### config.mk
export PLATFORM = sky130hd
export DESIGN_NAME = tiling_box_splitter_core
export DESIGN_NICKNAME = d
export VERILOG_FILES = /design/src/rtl/tbs_pkg.sv /design/src/rtl/tiling_box_splitter_core.sv /design/src/rtl/tbs_divider.sv /design/src/rtl/tbs_datapath.sv /design/src/rtl/tbs_control.sv
export SDC_FILE = /design/constraint.sdc
export NUM_CORES = 1
export LEC_CHECK = 0
export BUFFER_PORTS_ARGS = -buffer_cell sky130_fd_sc_hd__buf_2
export CAP_MARGIN = 10
export CORE_ASPECT_RATIO = 0.7
export CORE_MARGIN = 3
export CORE_UTILIZATION = 50
export DETAILED_ROUTE_END_ITERATION = 12
export PLACE_DENSITY = 0.79
export RECOVER_POWER = 100
export SLEW_MARGIN = 20
export SYNTH_ARGS = -nofsm -noshare
export SYNTH_HDL_FRONTEND = slang
export SYNTH_SLANG_ARGS = --single-unit
### constraint.sdc
create_clock -name clk -period 12.1 [get_ports clk]
set_input_delay 0 -clock clk [delete_from_list [all_inputs] [get_ports clk]]
set_output_delay 0 -clock clk [all_outputs]
set_load 0.02 [all_outputs]
### src/rtl/tbs_pkg.sv
// shared types and constants for the tiling box splitter
package tbs_pkg;
    localparam int unsigned MaxViewsDefault = 64;
    localparam int unsigned CoordW = 15;
    localparam int unsigned BoxW = 16;
    localparam int unsigned CountW = 7;
    localparam int unsigned DivW = 32;

    localparam logic [1:0] ModeEven = 2'd0;
    localparam logic [1:0] ModeDiminish = 2'd1;
    localparam logic [1:0] ModeDwindle = 2'd2;

    localparam logic [1:0] DirN = 2'd0;
    localparam logic [1:0] DirE = 2'd1;
    localparam logic [1:0] DirS = 2'd2;
    localparam logic [1:0] DirW = 2'd3;

    typedef struct packed {
        logic load;
        logic start_w;
        logic start_h;
        logic cut;
        logic emit;
    } tbs_cmd_t;

    typedef struct packed {
        logic div_busy;
        logic last;
        logic done;
        logic out_full;
    } tbs_stat_t;
endpackage

### src/rtl/tiling_box_splitter_core.sv
// top level of the tiling box splitter: apb register, sequencer and datapath
// One request beat carves its rectangle into min(remaining_count, MAX_VIEWS)
// boxes, each sent as one result beat, last_box set on the final one. A
// request with total_count or remaining_count zero gives no beat. Every box
// except the last sizes both axes with a half-up rounded quotient from one
// shared restoring divider at one quotient bit per cycle, passing through a start
// state, the width division, the height division and an emit state that waits
// while the output register is full; the last box skips the divisions.
// The next request is taken only once the previous one has sent its last box
// into the output register. stack_mode sits at byte address 0 (0 even,
// 1 diminish, 2 dwindle, 3 acts as even) and may be written only while idle.
module tiling_box_splitter_core #(
    parameter int unsigned MAX_VIEWS = tbs_pkg::MaxViewsDefault
) (
    input  logic                        clk,
    input  logic                        rst_n,
    input  logic                        psel,
    input  logic                        penable,
    input  logic                        pwrite,
    input  logic [1:0]                  paddr,
    input  logic [31:0]                 pwdata,
    output logic [31:0]                 prdata,
    output logic                        pready,
    input  logic                        in_valid,
    output logic                        in_ready,
    input  logic [tbs_pkg::CoordW-1:0]  area_x,
    input  logic [tbs_pkg::CoordW-1:0]  area_y,
    input  logic [tbs_pkg::CoordW-1:0]  area_width,
    input  logic [tbs_pkg::CoordW-1:0]  area_height,
    input  logic [tbs_pkg::CoordW-1:0]  total_width,
    input  logic [tbs_pkg::CoordW-1:0]  total_height,
    input  logic [tbs_pkg::CountW-1:0]  total_count,
    input  logic [tbs_pkg::CountW-1:0]  remaining_count,
    input  logic [1:0]                  first_direction,
    input  logic [1:0]                  second_direction,
    output logic                        out_valid,
    input  logic                        out_ready,
    output logic [tbs_pkg::BoxW-1:0]    box_x,
    output logic [tbs_pkg::BoxW-1:0]    box_y,
    output logic [tbs_pkg::CoordW-1:0]  box_width,
    output logic [tbs_pkg::CoordW-1:0]  box_height,
    output logic                        last_box
);
    import tbs_pkg::*;

    localparam logic [1:0] AddrMode = 2'd0;

    logic [1:0]  mode_reg;
    tbs_cmd_t    cmd;
    tbs_stat_t   stat;
    logic        req_empty;

    // single config register, written on the apb access phase
    always_ff @(posedge clk or negedge rst_n)
    begin
        if (!rst_n)
            mode_reg <= ModeEven;
        else if (psel && penable && pwrite && paddr == AddrMode)
            mode_reg <= pwdata[1:0];
    end

    assign pready = 1'b1;
    assign prdata = (paddr == AddrMode) ? {30'd0, mode_reg} : 32'd0;

    // zero counts produce no boxes at all
    assign req_empty = (total_count == '0) || (remaining_count == '0);

    tbs_control u_ctrl (
        .clk(clk), .rst_n(rst_n), .in_valid(in_valid), .in_ready(in_ready),
        .req_empty(req_empty), .cmd(cmd), .stat(stat)
    );

    tbs_datapath #(.MAX_VIEWS(MAX_VIEWS)) u_dp (
        .clk(clk), .rst_n(rst_n), .cmd(cmd), .stat(stat), .stack_mode(mode_reg),
        .area_x(area_x), .area_y(area_y), .area_width(area_width),
        .area_height(area_height), .total_width(total_width),
        .total_height(total_height), .total_count(total_count),
        .remaining_count(remaining_count), .first_direction(first_direction),
        .second_direction(second_direction), .out_valid(out_valid),
        .out_ready(out_ready), .box_x(box_x), .box_y(box_y),
        .box_width(box_width), .box_height(box_height), .last_box(last_box)
    );
endmodule

### src/rtl/tbs_divider.sv
// restoring divider, one quotient bit per cycle
module tbs_divider (
    input  logic                      clk,
    input  logic                      rst_n,
    input  logic                      start,
    input  logic [tbs_pkg::DivW-1:0]  dividend,
    input  logic [tbs_pkg::DivW-1:0]  divisor,
    output logic                      busy,
    output logic [tbs_pkg::DivW-1:0]  quotient
);
    import tbs_pkg::*;

    logic [DivW-1:0] q_reg, q_next;
    logic [DivW-1:0] r_reg, r_next;
    logic [DivW-1:0] d_reg, d_next;
    logic [5:0]      cnt_reg, cnt_next;
    logic            busy_reg, busy_next;
    logic [DivW:0]   trial;

    always_comb
    begin
        q_next = q_reg;
        r_next = r_reg;
        d_next = d_reg;
        cnt_next = cnt_reg;
        busy_next = busy_reg;
        trial = {r_reg, q_reg[DivW-1]} - {1'b0, d_reg};
        if (start)
        begin
            q_next = dividend;
            r_next = '0;
            d_next = divisor;
            cnt_next = 6'(DivW);
            busy_next = 1'b1;
        end
        else if (busy_reg)
        begin
            if (!trial[DivW])
            begin
                r_next = trial[DivW-1:0];
                q_next = {q_reg[DivW-2:0], 1'b1};
            end
            else
            begin
                r_next = {r_reg[DivW-2:0], q_reg[DivW-1]};
                q_next = {q_reg[DivW-2:0], 1'b0};
            end
            cnt_next = cnt_reg - 6'd1;
            if (cnt_reg == 6'd1)
                busy_next = 1'b0;
        end
    end

    always_ff @(posedge clk or negedge rst_n)
    begin
        if (!rst_n)
        begin
            busy_reg <= 1'b0;
            cnt_reg <= '0;
        end
        else
        begin
            busy_reg <= busy_next;
            cnt_reg <= cnt_next;
        end
    end

    always_ff @(posedge clk)
    begin
        q_reg <= q_next;
        r_reg <= r_next;
        d_reg <= d_next;
    end

    assign busy = busy_reg;
    assign quotient = q_reg;
endmodule

### src/rtl/tbs_datapath.sv
// rectangle registers, cut arithmetic and output register
module tbs_datapath #(
    parameter int unsigned MAX_VIEWS = tbs_pkg::MaxViewsDefault
) (
    input  logic                        clk,
    input  logic                        rst_n,
    input  tbs_pkg::tbs_cmd_t           cmd,
    output tbs_pkg::tbs_stat_t          stat,
    input  logic [1:0]                  stack_mode,
    input  logic [tbs_pkg::CoordW-1:0]  area_x,
    input  logic [tbs_pkg::CoordW-1:0]  area_y,
    input  logic [tbs_pkg::CoordW-1:0]  area_width,
    input  logic [tbs_pkg::CoordW-1:0]  area_height,
    input  logic [tbs_pkg::CoordW-1:0]  total_width,
    input  logic [tbs_pkg::CoordW-1:0]  total_height,
    input  logic [tbs_pkg::CountW-1:0]  total_count,
    input  logic [tbs_pkg::CountW-1:0]  remaining_count,
    input  logic [1:0]                  first_direction,
    input  logic [1:0]                  second_direction,
    output logic                        out_valid,
    input  logic                        out_ready,
    output logic [tbs_pkg::BoxW-1:0]    box_x,
    output logic [tbs_pkg::BoxW-1:0]    box_y,
    output logic [tbs_pkg::CoordW-1:0]  box_width,
    output logic [tbs_pkg::CoordW-1:0]  box_height,
    output logic                        last_box
);
    import tbs_pkg::*;

    localparam int unsigned NW = $clog2(MAX_VIEWS + 1) > CountW ?
                                 $clog2(MAX_VIEWS + 1) : CountW;

    logic [BoxW-1:0]   rx_reg, ry_reg;
    logic [CoordW-1:0] rw_reg, rh_reg, tw_reg, th_reg;
    logic [12:0]       den_reg;
    logic [NW-1:0]     n_reg;
    logic [1:0]        dc_reg, dn_reg;
    logic [CoordW-1:0] cw_reg, ch_reg;
    logic              ov_reg;
    logic [BoxW-1:0]   ox_reg, oy_reg;
    logic [CoordW-1:0] ow_reg, oh_reg;
    logic              ol_reg;

    logic              div_start, div_busy;
    logic [DivW-1:0]   div_a, div_d, div_q;
    logic [DivW-1:0]   num, dsr;
    logic [CoordW-1:0] ext, tot, qc, cw, ch;
    logic [13:0]       tri_full;

    assign tri_full = 14'(total_count) * (14'(total_count) + 14'd1);

    // numerator a and divisor d for the axis being sized
    always_comb
    begin
        ext = cmd.start_h ? rh_reg : rw_reg;
        tot = cmd.start_h ? th_reg : tw_reg;
        case (stack_mode)
            ModeDiminish:
            begin
                num = 32'(n_reg) * 32'(tot);
                dsr = 32'(den_reg);
            end
            ModeDwindle:
            begin
                num = 32'(ext);
                dsr = 32'd2;
            end
            default:
            begin
                num = 32'(ext);
                dsr = 32'(n_reg);
            end
        endcase
        div_a = (num << 1) + dsr;
        div_d = dsr << 1;
    end
    assign div_start = cmd.start_w | cmd.start_h;

    tbs_divider u_div (
        .clk(clk), .rst_n(rst_n), .start(div_start), .dividend(div_a),
        .divisor(div_d), .busy(div_busy), .quotient(div_q)
    );

    assign qc = (div_q > 32'(rw_reg)) ? rw_reg : div_q[CoordW-1:0];
    assign cw = cw_reg;
    assign ch = ch_reg;

    always_ff @(posedge clk or negedge rst_n)
    begin
        if (!rst_n)
            ov_reg <= 1'b0;
        else if (cmd.emit)
            ov_reg <= 1'b1;
        else if (out_ready)
            ov_reg <= 1'b0;
    end

    always_ff @(posedge clk)
    begin
        if (cmd.load)
        begin
            rx_reg <= BoxW'(area_x);
            ry_reg <= BoxW'(area_y);
            rw_reg <= area_width;
            rh_reg <= area_height;
            tw_reg <= total_width;
            th_reg <= total_height;
            den_reg <= tri_full[13:1];
            n_reg <= (remaining_count > NW'(MAX_VIEWS)) ? NW'(MAX_VIEWS)
                                                         : NW'(remaining_count);
            dc_reg <= first_direction;
            dn_reg <= second_direction;
        end
        // capture clamped quotients when the divider has finished
        if (cmd.start_h)
            cw_reg <= qc;
        if (cmd.cut)
            ch_reg <= (div_q > 32'(rh_reg)) ? rh_reg : div_q[CoordW-1:0];
        if (cmd.emit)
        begin
            ox_reg <= rx_reg;
            oy_reg <= ry_reg;
            ow_reg <= rw_reg;
            oh_reg <= rh_reg;
            ol_reg <= (n_reg == NW'(1));
            if (n_reg != NW'(1))
            begin
                case (dc_reg)
                    DirN:
                    begin
                        oh_reg <= ch;
                        oy_reg <= ry_reg + BoxW'(rh_reg - ch);
                        rh_reg <= rh_reg - ch;
                    end
                    DirS:
                    begin
                        oh_reg <= ch;
                        ry_reg <= ry_reg + BoxW'(ch);
                        rh_reg <= rh_reg - ch;
                    end
                    DirE:
                    begin
                        ow_reg <= cw;
                        rx_reg <= rx_reg + BoxW'(cw);
                        rw_reg <= rw_reg - cw;
                    end
                    default:
                    begin
                        ow_reg <= cw;
                        ox_reg <= rx_reg + BoxW'(rw_reg - cw);
                        rw_reg <= rw_reg - cw;
                    end
                endcase
                if (stack_mode == ModeDwindle)
                begin
                    dc_reg <= dn_reg;
                    dn_reg <= dc_reg;
                end
            end
            n_reg <= n_reg - NW'(1);
        end
    end

    assign stat.div_busy = div_busy;
    assign stat.last = (n_reg == NW'(1));
    assign stat.done = (n_reg == '0);
    assign stat.out_full = ov_reg & ~out_ready;

    assign out_valid = ov_reg;
    assign box_x = ox_reg;
    assign box_y = oy_reg;
    assign box_width = ow_reg;
    assign box_height = oh_reg;
    assign last_box = ol_reg;
endmodule

### src/rtl/tbs_control.sv
// sequencer stepping one box at a time through the shared divider
module tbs_control (
    input  logic                clk,
    input  logic                rst_n,
    input  logic                in_valid,
    output logic                in_ready,
    input  logic                req_empty,
    output tbs_pkg::tbs_cmd_t   cmd,
    input  tbs_pkg::tbs_stat_t  stat
);
    import tbs_pkg::*;

    localparam logic [2:0] StIdle = 3'd0;
    localparam logic [2:0] StStartW = 3'd1;
    localparam logic [2:0] StWaitW = 3'd2;
    localparam logic [2:0] StWaitH = 3'd3;
    localparam logic [2:0] StEmit = 3'd4;

    logic [2:0] st_reg, st_next;

    assign in_ready = (st_reg == StIdle);

    always_comb
    begin
        st_next = st_reg;
        cmd = '0;
        case (st_reg)
            StIdle:
            begin
                if (in_valid)
                begin
                    cmd.load = ~req_empty;
                    st_next = req_empty ? StIdle : StStartW;
                end
            end
            StStartW:
            begin
                if (stat.done)
                    st_next = StIdle;
                else if (stat.last)
                    st_next = StEmit;
                else
                begin
                    cmd.start_w = 1'b1;
                    st_next = StWaitW;
                end
            end
            StWaitW:
            begin
                if (!stat.div_busy)
                begin
                    cmd.start_h = 1'b1;
                    st_next = StWaitH;
                end
            end
            StWaitH:
            begin
                if (!stat.div_busy)
                begin
                    cmd.cut = 1'b1;
                    st_next = StEmit;
                end
            end
            StEmit:
            begin
                if (!stat.out_full)
                begin
                    cmd.emit = 1'b1;
                    st_next = StStartW;
                end
            end
            default: st_next = StIdle;
        endcase
    end

    always_ff @(posedge clk or negedge rst_n)
    begin
        if (!rst_n)
            st_reg <= StIdle;
        else
            st_reg <= st_next;
    end
endmodule

; Yosys cells after proc, flatten, opt, wreduce, memory -nomap -nowiden
; Index checks and enable logic that the tools add are counted.
[word_totals]
elab_cells = 149
output_inout_bits = 98
inputBits = 149
regBits = 317
[classes]
eq_ne = 15
n_addsub = 13
muxes = 71
n_mul = 2
bitwise_logic = 4
order_cmp = 3
n_reduce_logical = 16
[op_table]
columns = cell, n
row1 = two-way mux 15 bit, 16
row2 = two-way mux 16 bit, 12
row3 = two-way mux 32 bit, 3
row4 = greater-than comparator 32 x 15 -> 1 bit, 2
row5 = subtractor 33 x 32 -> 33 bit, 1
row6 = adder 16 x 15 -> 16 bit, 2
row7 = adder 16 bit, 2
row8 = adder 32 x 13 -> 32 bit, 1
row9 = subtractor 15 x 15 -> 16 bit, 2
row10 = subtractor 15 bit, 2
row11 = case mux 13 bit (2 select lines), 1
row12 = multiplier 7 x 15 -> 22 bit, 1
row13 = two-way mux 22 bit, 1
row14 = logical NOT 7 bit, 3
row15 = two-way mux 7 bit, 3
row16 = two-way mux 2 bit, 9
row17 = two-way mux 3 bit, 6
row18 = two-way mux 1 bit, 17
row19 = case mux 3 bit (5 select lines), 1
row20 = multiplier 7 x 14 -> 14 bit, 1
row21 = two-way mux 6 bit, 2
row22 = adder 7 x 1 -> 8 bit (second input constant), 1
row23 = != test 2 bit (second input constant), 4
row24 = equality test 7 x 1 -> 1 bit (second input constant), 1
row25 = other kinds (21), 30

; Logic depth before layout (Yosys ltp)
[logic_depth]
ltp_word = 9
depth_mapped = 32
ltp_nobuf = 29

; Cells and area by module
; From an unflattened synthesis, not the netlist that was laid out.
[unflattened]
cells_unflattened = 2931
hier_area_um2 = 27368.7
[modules_own_cells]
columns = mod, area_each_um2, cells_each, n_inst
row1 = tbs_datapath, 20689.8, 2250, 1
row2 = tbs_divider, 6098.3, 613, 1
row3 = tiling_box_splitter_core, 377.9, 46, 1
row4 = tbs_control, 202.7, 22, 1

; Worst setup path before layout
; OpenSTA, ideal clock, no wires.
[synth_path]
path_kind = register to register
from = reg u_ctrl.st_reg[2]
to = reg u_dp.u_div.q_reg[23] (netlist: u_dp.u_div.quotient[23]) (data pin)
setup_slack_ns = 4.829
stages_incl_launch_ff = 31
required_time_ns = 11.843
period_less_slack_ns = 7.271
arrival_time_ns = 7.014
path_cell_list = dfrtp_1 -> clkbuf_1 -> nand2b_1 -> nor3_1 -> buf_2 -> buf_1 -> mux2i_1 -> nand2b_1 -> fa_1 -> fa_1 -> inv_1 -> fa_1 -> inv_1 -> fa_1 -> inv_1 -> ha_1 -> o211ai_1 -> a21o_1 -> and3_1 -> o21ai_0 -> o21ai_0 -> ha_1 -> a21o_1 -> a21oi_1 -> inv_1 -> a41o_1 -> a21o_1 -> a21oi_1 -> nor3_1 -> and2_1 -> a32o_1
[synth_via]
elab_chain_cells = 7
word_cells_on_any_way = 11
[synth_lines]
columns = element, line_no
row1 = "start, declared", tbs_control.sv:19  ; logic [2:0] st_reg, st_next;
row2 = "start signal, assigned", tbs_control.sv:79  ; st_reg <= StIdle;
row3 = "start signal, assigned", tbs_control.sv:81  ; st_reg <= st_next;
row4 = equality test 3 x 2 -> 1 bit, tbs_control.sv:27  ; case (st_reg)
row5 = two-way mux 1 bit, tbs_control.sv:27
row6 = two-way mux 15 bit, tbs_datapath.sv:56  ; tot = cmd.start_h ? th_reg : tw_reg;
row7 = multiplier 7 x 15 -> 22 bit, tbs_datapath.sv:60  ; num = 32'(n_reg) * 32'(tot);
row8 = two-way mux 22 bit, tbs_datapath.sv:57  ; case (stack_mode)
row9 = adder 32 x 13 -> 32 bit, tbs_datapath.sv:74  ; div_a = (num << 1) + dsr;
row10 = two-way mux 32 bit (*), tbs_divider.sv:28  ; if (start)
row11 = net u_dp.u_div.q_next[23], tbs_divider.sv:13  ; logic [DivW-1:0] q_reg, q_next;
row12 = "end signal, assigned", tbs_divider.sv:70  ; q_reg <= q_next;
row13 = "end, declared", tbs_divider.sv:13
; The timed path passes the listed nets; every way through them passes the cells marked *.
; A chain may end at the register's enable or synchronous reset.

; Final worst setup path
[layout_path]
from = reg u_dp.u_div.busy_reg (netlist: u_dp.u_div.busy)
to = reg u_dp.u_div.q_reg[18] (netlist: u_dp.u_div.quotient[18]) (data pin)
[layout_via]
elab_chain_cells = 7
word_cells_on_any_way = 9
[layout_lines]
columns = element, line_no
row1 = "start, declared", tbs_divider.sv:17  ; logic busy_reg, busy_next;
row2 = "start signal, assigned", tbs_divider.sv:63  ; busy_reg <= busy_next;
row3 = two-way mux 1 bit (*), tbs_control.sv:50  ; if (!stat.div_busy)
row4 = two-way mux 1 bit (*), tbs_control.sv:27
row5 = two-way mux 15 bit, tbs_datapath.sv:56
row6 = multiplier 7 x 15 -> 22 bit, tbs_datapath.sv:60
row7 = two-way mux 22 bit, tbs_datapath.sv:57
row8 = adder 32 x 13 -> 32 bit, tbs_datapath.sv:74
row9 = two-way mux 32 bit (*), tbs_divider.sv:28
row10 = net u_dp.u_div.q_next[18], tbs_divider.sv:13
; Marks and branches as above.

==> impl_metrics.py <==
metrics = {
    "critical_path": {
        "endpoint_kind": "register",
        "arrival_ns": 9.78,
        "crit_fanout": 58,
        "slowest_stage": "clkbuf_1",
        "worstSetupPathType": "register to register",
        "required_ns": 12.29,
        "cp-start-kind": "register",
        "crit_path_max_incr_delay_ns": 1.65,
    },
    "yosys": {
        "synthFlopType": "edfxtp_1",
        "yosysUniqueCellTypes": 82,
        "synth.top_cell.area_share": 0.223,
        "synth.most_common_cell": "nand2_1",
        "yosysTopAreaCell": "edfxtp_1",
        "yosysWarnings": 0,
        "synthArstFlopShare": 0.0435,
        "synth.area.top_cells": "edfxtp_1, ha_1, fa_1, dfxtp_1, nand2_1",
        "synth_seq_cells": 299,
        "syn_area_um2": 25300,
        "syn_avg_cell_area_um2": 8.92,
        "synth-edff-count": 188,
        "synth_common_cells": "nand2_1, inv_1, ha_1",
        "seq_area_frac_synth": 0.313,
        "synthCells": 2842,
    },
    "die": {
        "core-area_um2": 49700,
        "ios": 247,
        "start_util": 0.510,
        "die_area_um2": 53500,
        "std_cell_rows": 68,
        "die_h_um": 194,
        "die_w_um": 275,
    },
    "clock_tree": {
        "cts-htree-levels": 2,
        "post-cts-setup-buffers": 0,
        "insertion_delay_ns": 0.55,
        "cts_made_buffers": 35,
        "cts_tree": "built",
        "holdBufCountCts": 110,
        "clk_pin_slew_ns": 0.06,
        "cts_root_buffer": "clkbuf_16",
        "cts-resized-gates": 0,
        "clock_path_buffers": 3,
        "clock-sinks": 299,
    },
    "run_status": {
        "status": "finished with violations",
        "violations": "capacitance limit, slew limit",
    },
    "global_route": {
        "grt_pass1_wl_mm": 108,
        "antenna_found_initial": 0,
        "grt_max_degree": 73,
        "grt_overflow": 0,
        "grt_pass1_vias": 20300,
        "track_usage": 0.252,
    },
    "placed_design": {
        "place_area_um2": 26600,
        "dp.cells": 3594,
        "dp_hpwl_mm": 50.0,
        "routabilityCongestion": 0.957,
        "portBuffers": 185,
    },
    "sta": {
        "slew_headroom": -1.53,
        "skew_ns": 0.0249,
        "period_share": 0.792,
        "rsz0062_at_grt": "false",
        "finalMaxSlewViolations": 476,
        "fmax_mhz": 104,
        "tns_ns": 0,
        "hold_viol": 0,
        "period_needed_ns": 9.58,
        "worst_pin_slew_ns": 3.79,
        "setup-violations-final": 0,
    },
    "routing": {
        "wire_per_inst_um": 18.1,
        "first_pass_iters": 8,
        "num_vias": 21600,
        "routed_wl_mm": 68.2,
        "drc": 0,
        "drt_iter0_markers": 2561,
        "ant_nets": 0,
        "viasPerCell": 5.74,
    },
    "finish": {
        "fin_area_um2": 28700,
        "instances_no_fill": 3768,
        "nNetsFinal": 3585,
        "nFillCells": 4391,
        "drive_gt1_frac": 0.0671,
        "areaGrowthSynthToFinish_pct": 13.3,
        "fin_util": 0.578,
    },
    "worst_hold_path": {
        "hp-class": "input pin to register",
    },
    "job": {
        "max_cap_violations": 10,
    },
}
-- critical path, delay by kind of cell, from the launching register on --
| kind | cells | cell delay [ns] |
|---|---|---|
| adders and majority gates | 6 | 2.88 |
| AOI/OAI and AO/OA | 10 | 2.10 |
| and+or+nand+nor | 4 | 0.69 |
| buffers and inverters | 6 | 2.34 |
| muxes | 1 | 0.63 |
| xor gates and xnor gates | 1 | 0.22 |
| DFF | 1 | 0.32 |
-- metal layers --
metal	global-route usage	wire, um
met5	0	0
met4	0.0690	1730
met3	0.0521	7030
met2	0.359	27700
met1	0.386	31700
-- area by class of cell --
class	instances	area [um2]	share of cell area
Clock buffer	44	962	0.0335
Inverter	336	1260	0.0440
Clock inverter	19	158	0.00549
Sequential cell	299	7930	0.276
Tap cell	665	832	0.0290
Multi-Input combinational cell	2092	15500	0.541
Timing Repair Buffer	312	2030	0.0705
Antenna cell	1	2.50	0.0000871
-- per-stage QoR --
| stage | hold WS (ns) | setup slack, ns |
|---|---|---|
| final | 0.155 | 2.52 |
| after global routing | 0.155 | 1.66 |
| after CTS | 0.111 | 3.74 |
| after detailed placement | -0.0813 | 3.86 |
| after global placement | -0.0849 | 4.01 |
| after floorplan | -0.296 | 4.83 |
-- worst paths after layout --
check	startpoint	end	slack (ns)	cells past startpoint
worst max-delay path	u_dp.u_div.busy$_DFF_PN0_	u_dp.u_div.quotient[18]$_DFFE_PP_	2.52	28
worst min-delay path	total_count[1]	u_dp.den_reg[0]$_DFFE_PP_	0.15	3
worst max register to register	u_dp.u_div.busy$_DFF_PN0_	u_dp.u_div.quotient[18]$_DFFE_PP_	2.52	28
worst min register to register	u_dp.dn_reg[1]$_DFF_P_	u_dp.dn_reg[1]$_DFF_P_	0.48	2
max in group asynchronous	rst_n	u_dp.u_div.cnt_reg[1]$_DFFE_PN0P_	11.03	3
min in group asynchronous	rst_n	u_ctrl.st_reg[0]$_DFFE_PN0P_	0.61	3
-- logic make-up after synthesis --
family / share of synthesized area
AOI/OAI and AO/OA: 0.165
xor gates and xnor gates: 0.0460
adders and majority gates: 0.216
buffers and inverters: 0.0781
DFF: 0.313
muxes: 0.0194
other: 0.000296
and+or+nand+nor: 0.162
-- layout by cell type, fill, tap and decap left out, drive strengths merged, types with 13 or more instances in the layout --
| cell | count |
|---|---|
| nand2 | 345 |
| inv | 336 |
| ha | 232 |
| o21ai | 228 |
| edfxtp | 188 |
| a21oi | 153 |
| nor2 | 137 |
| fa | 128 |
| clkbuf | 125 |
| buf | 121 |
| dlygate4sd3 | 110 |
| dfxtp | 98 |
| xnor2 | 84 |
| nor2b | 77 |
| nand2b | 62 |
| nor3 | 49 |
| xor2 | 47 |
| a31oi | 45 |
| mux2i | 39 |
| nand3 | 33 |
| o21a | 33 |
| a21o | 33 |
| o311ai | 31 |
| conb | 31 |
| and2 | 31 |
| a222oi | 30 |
| or3 | 24 |
| and3 | 18 |
| a211oi | 18 |
| nor4 | 17 |
| a21boi | 16 |
| o31ai | 16 |
| nand4 | 15 |
| clkinv | 15 |
| dfrtp | 13 |
Power is not shown: default switching activity piles up to over one toggle a cycle in this logic, so the estimate is an artifact.
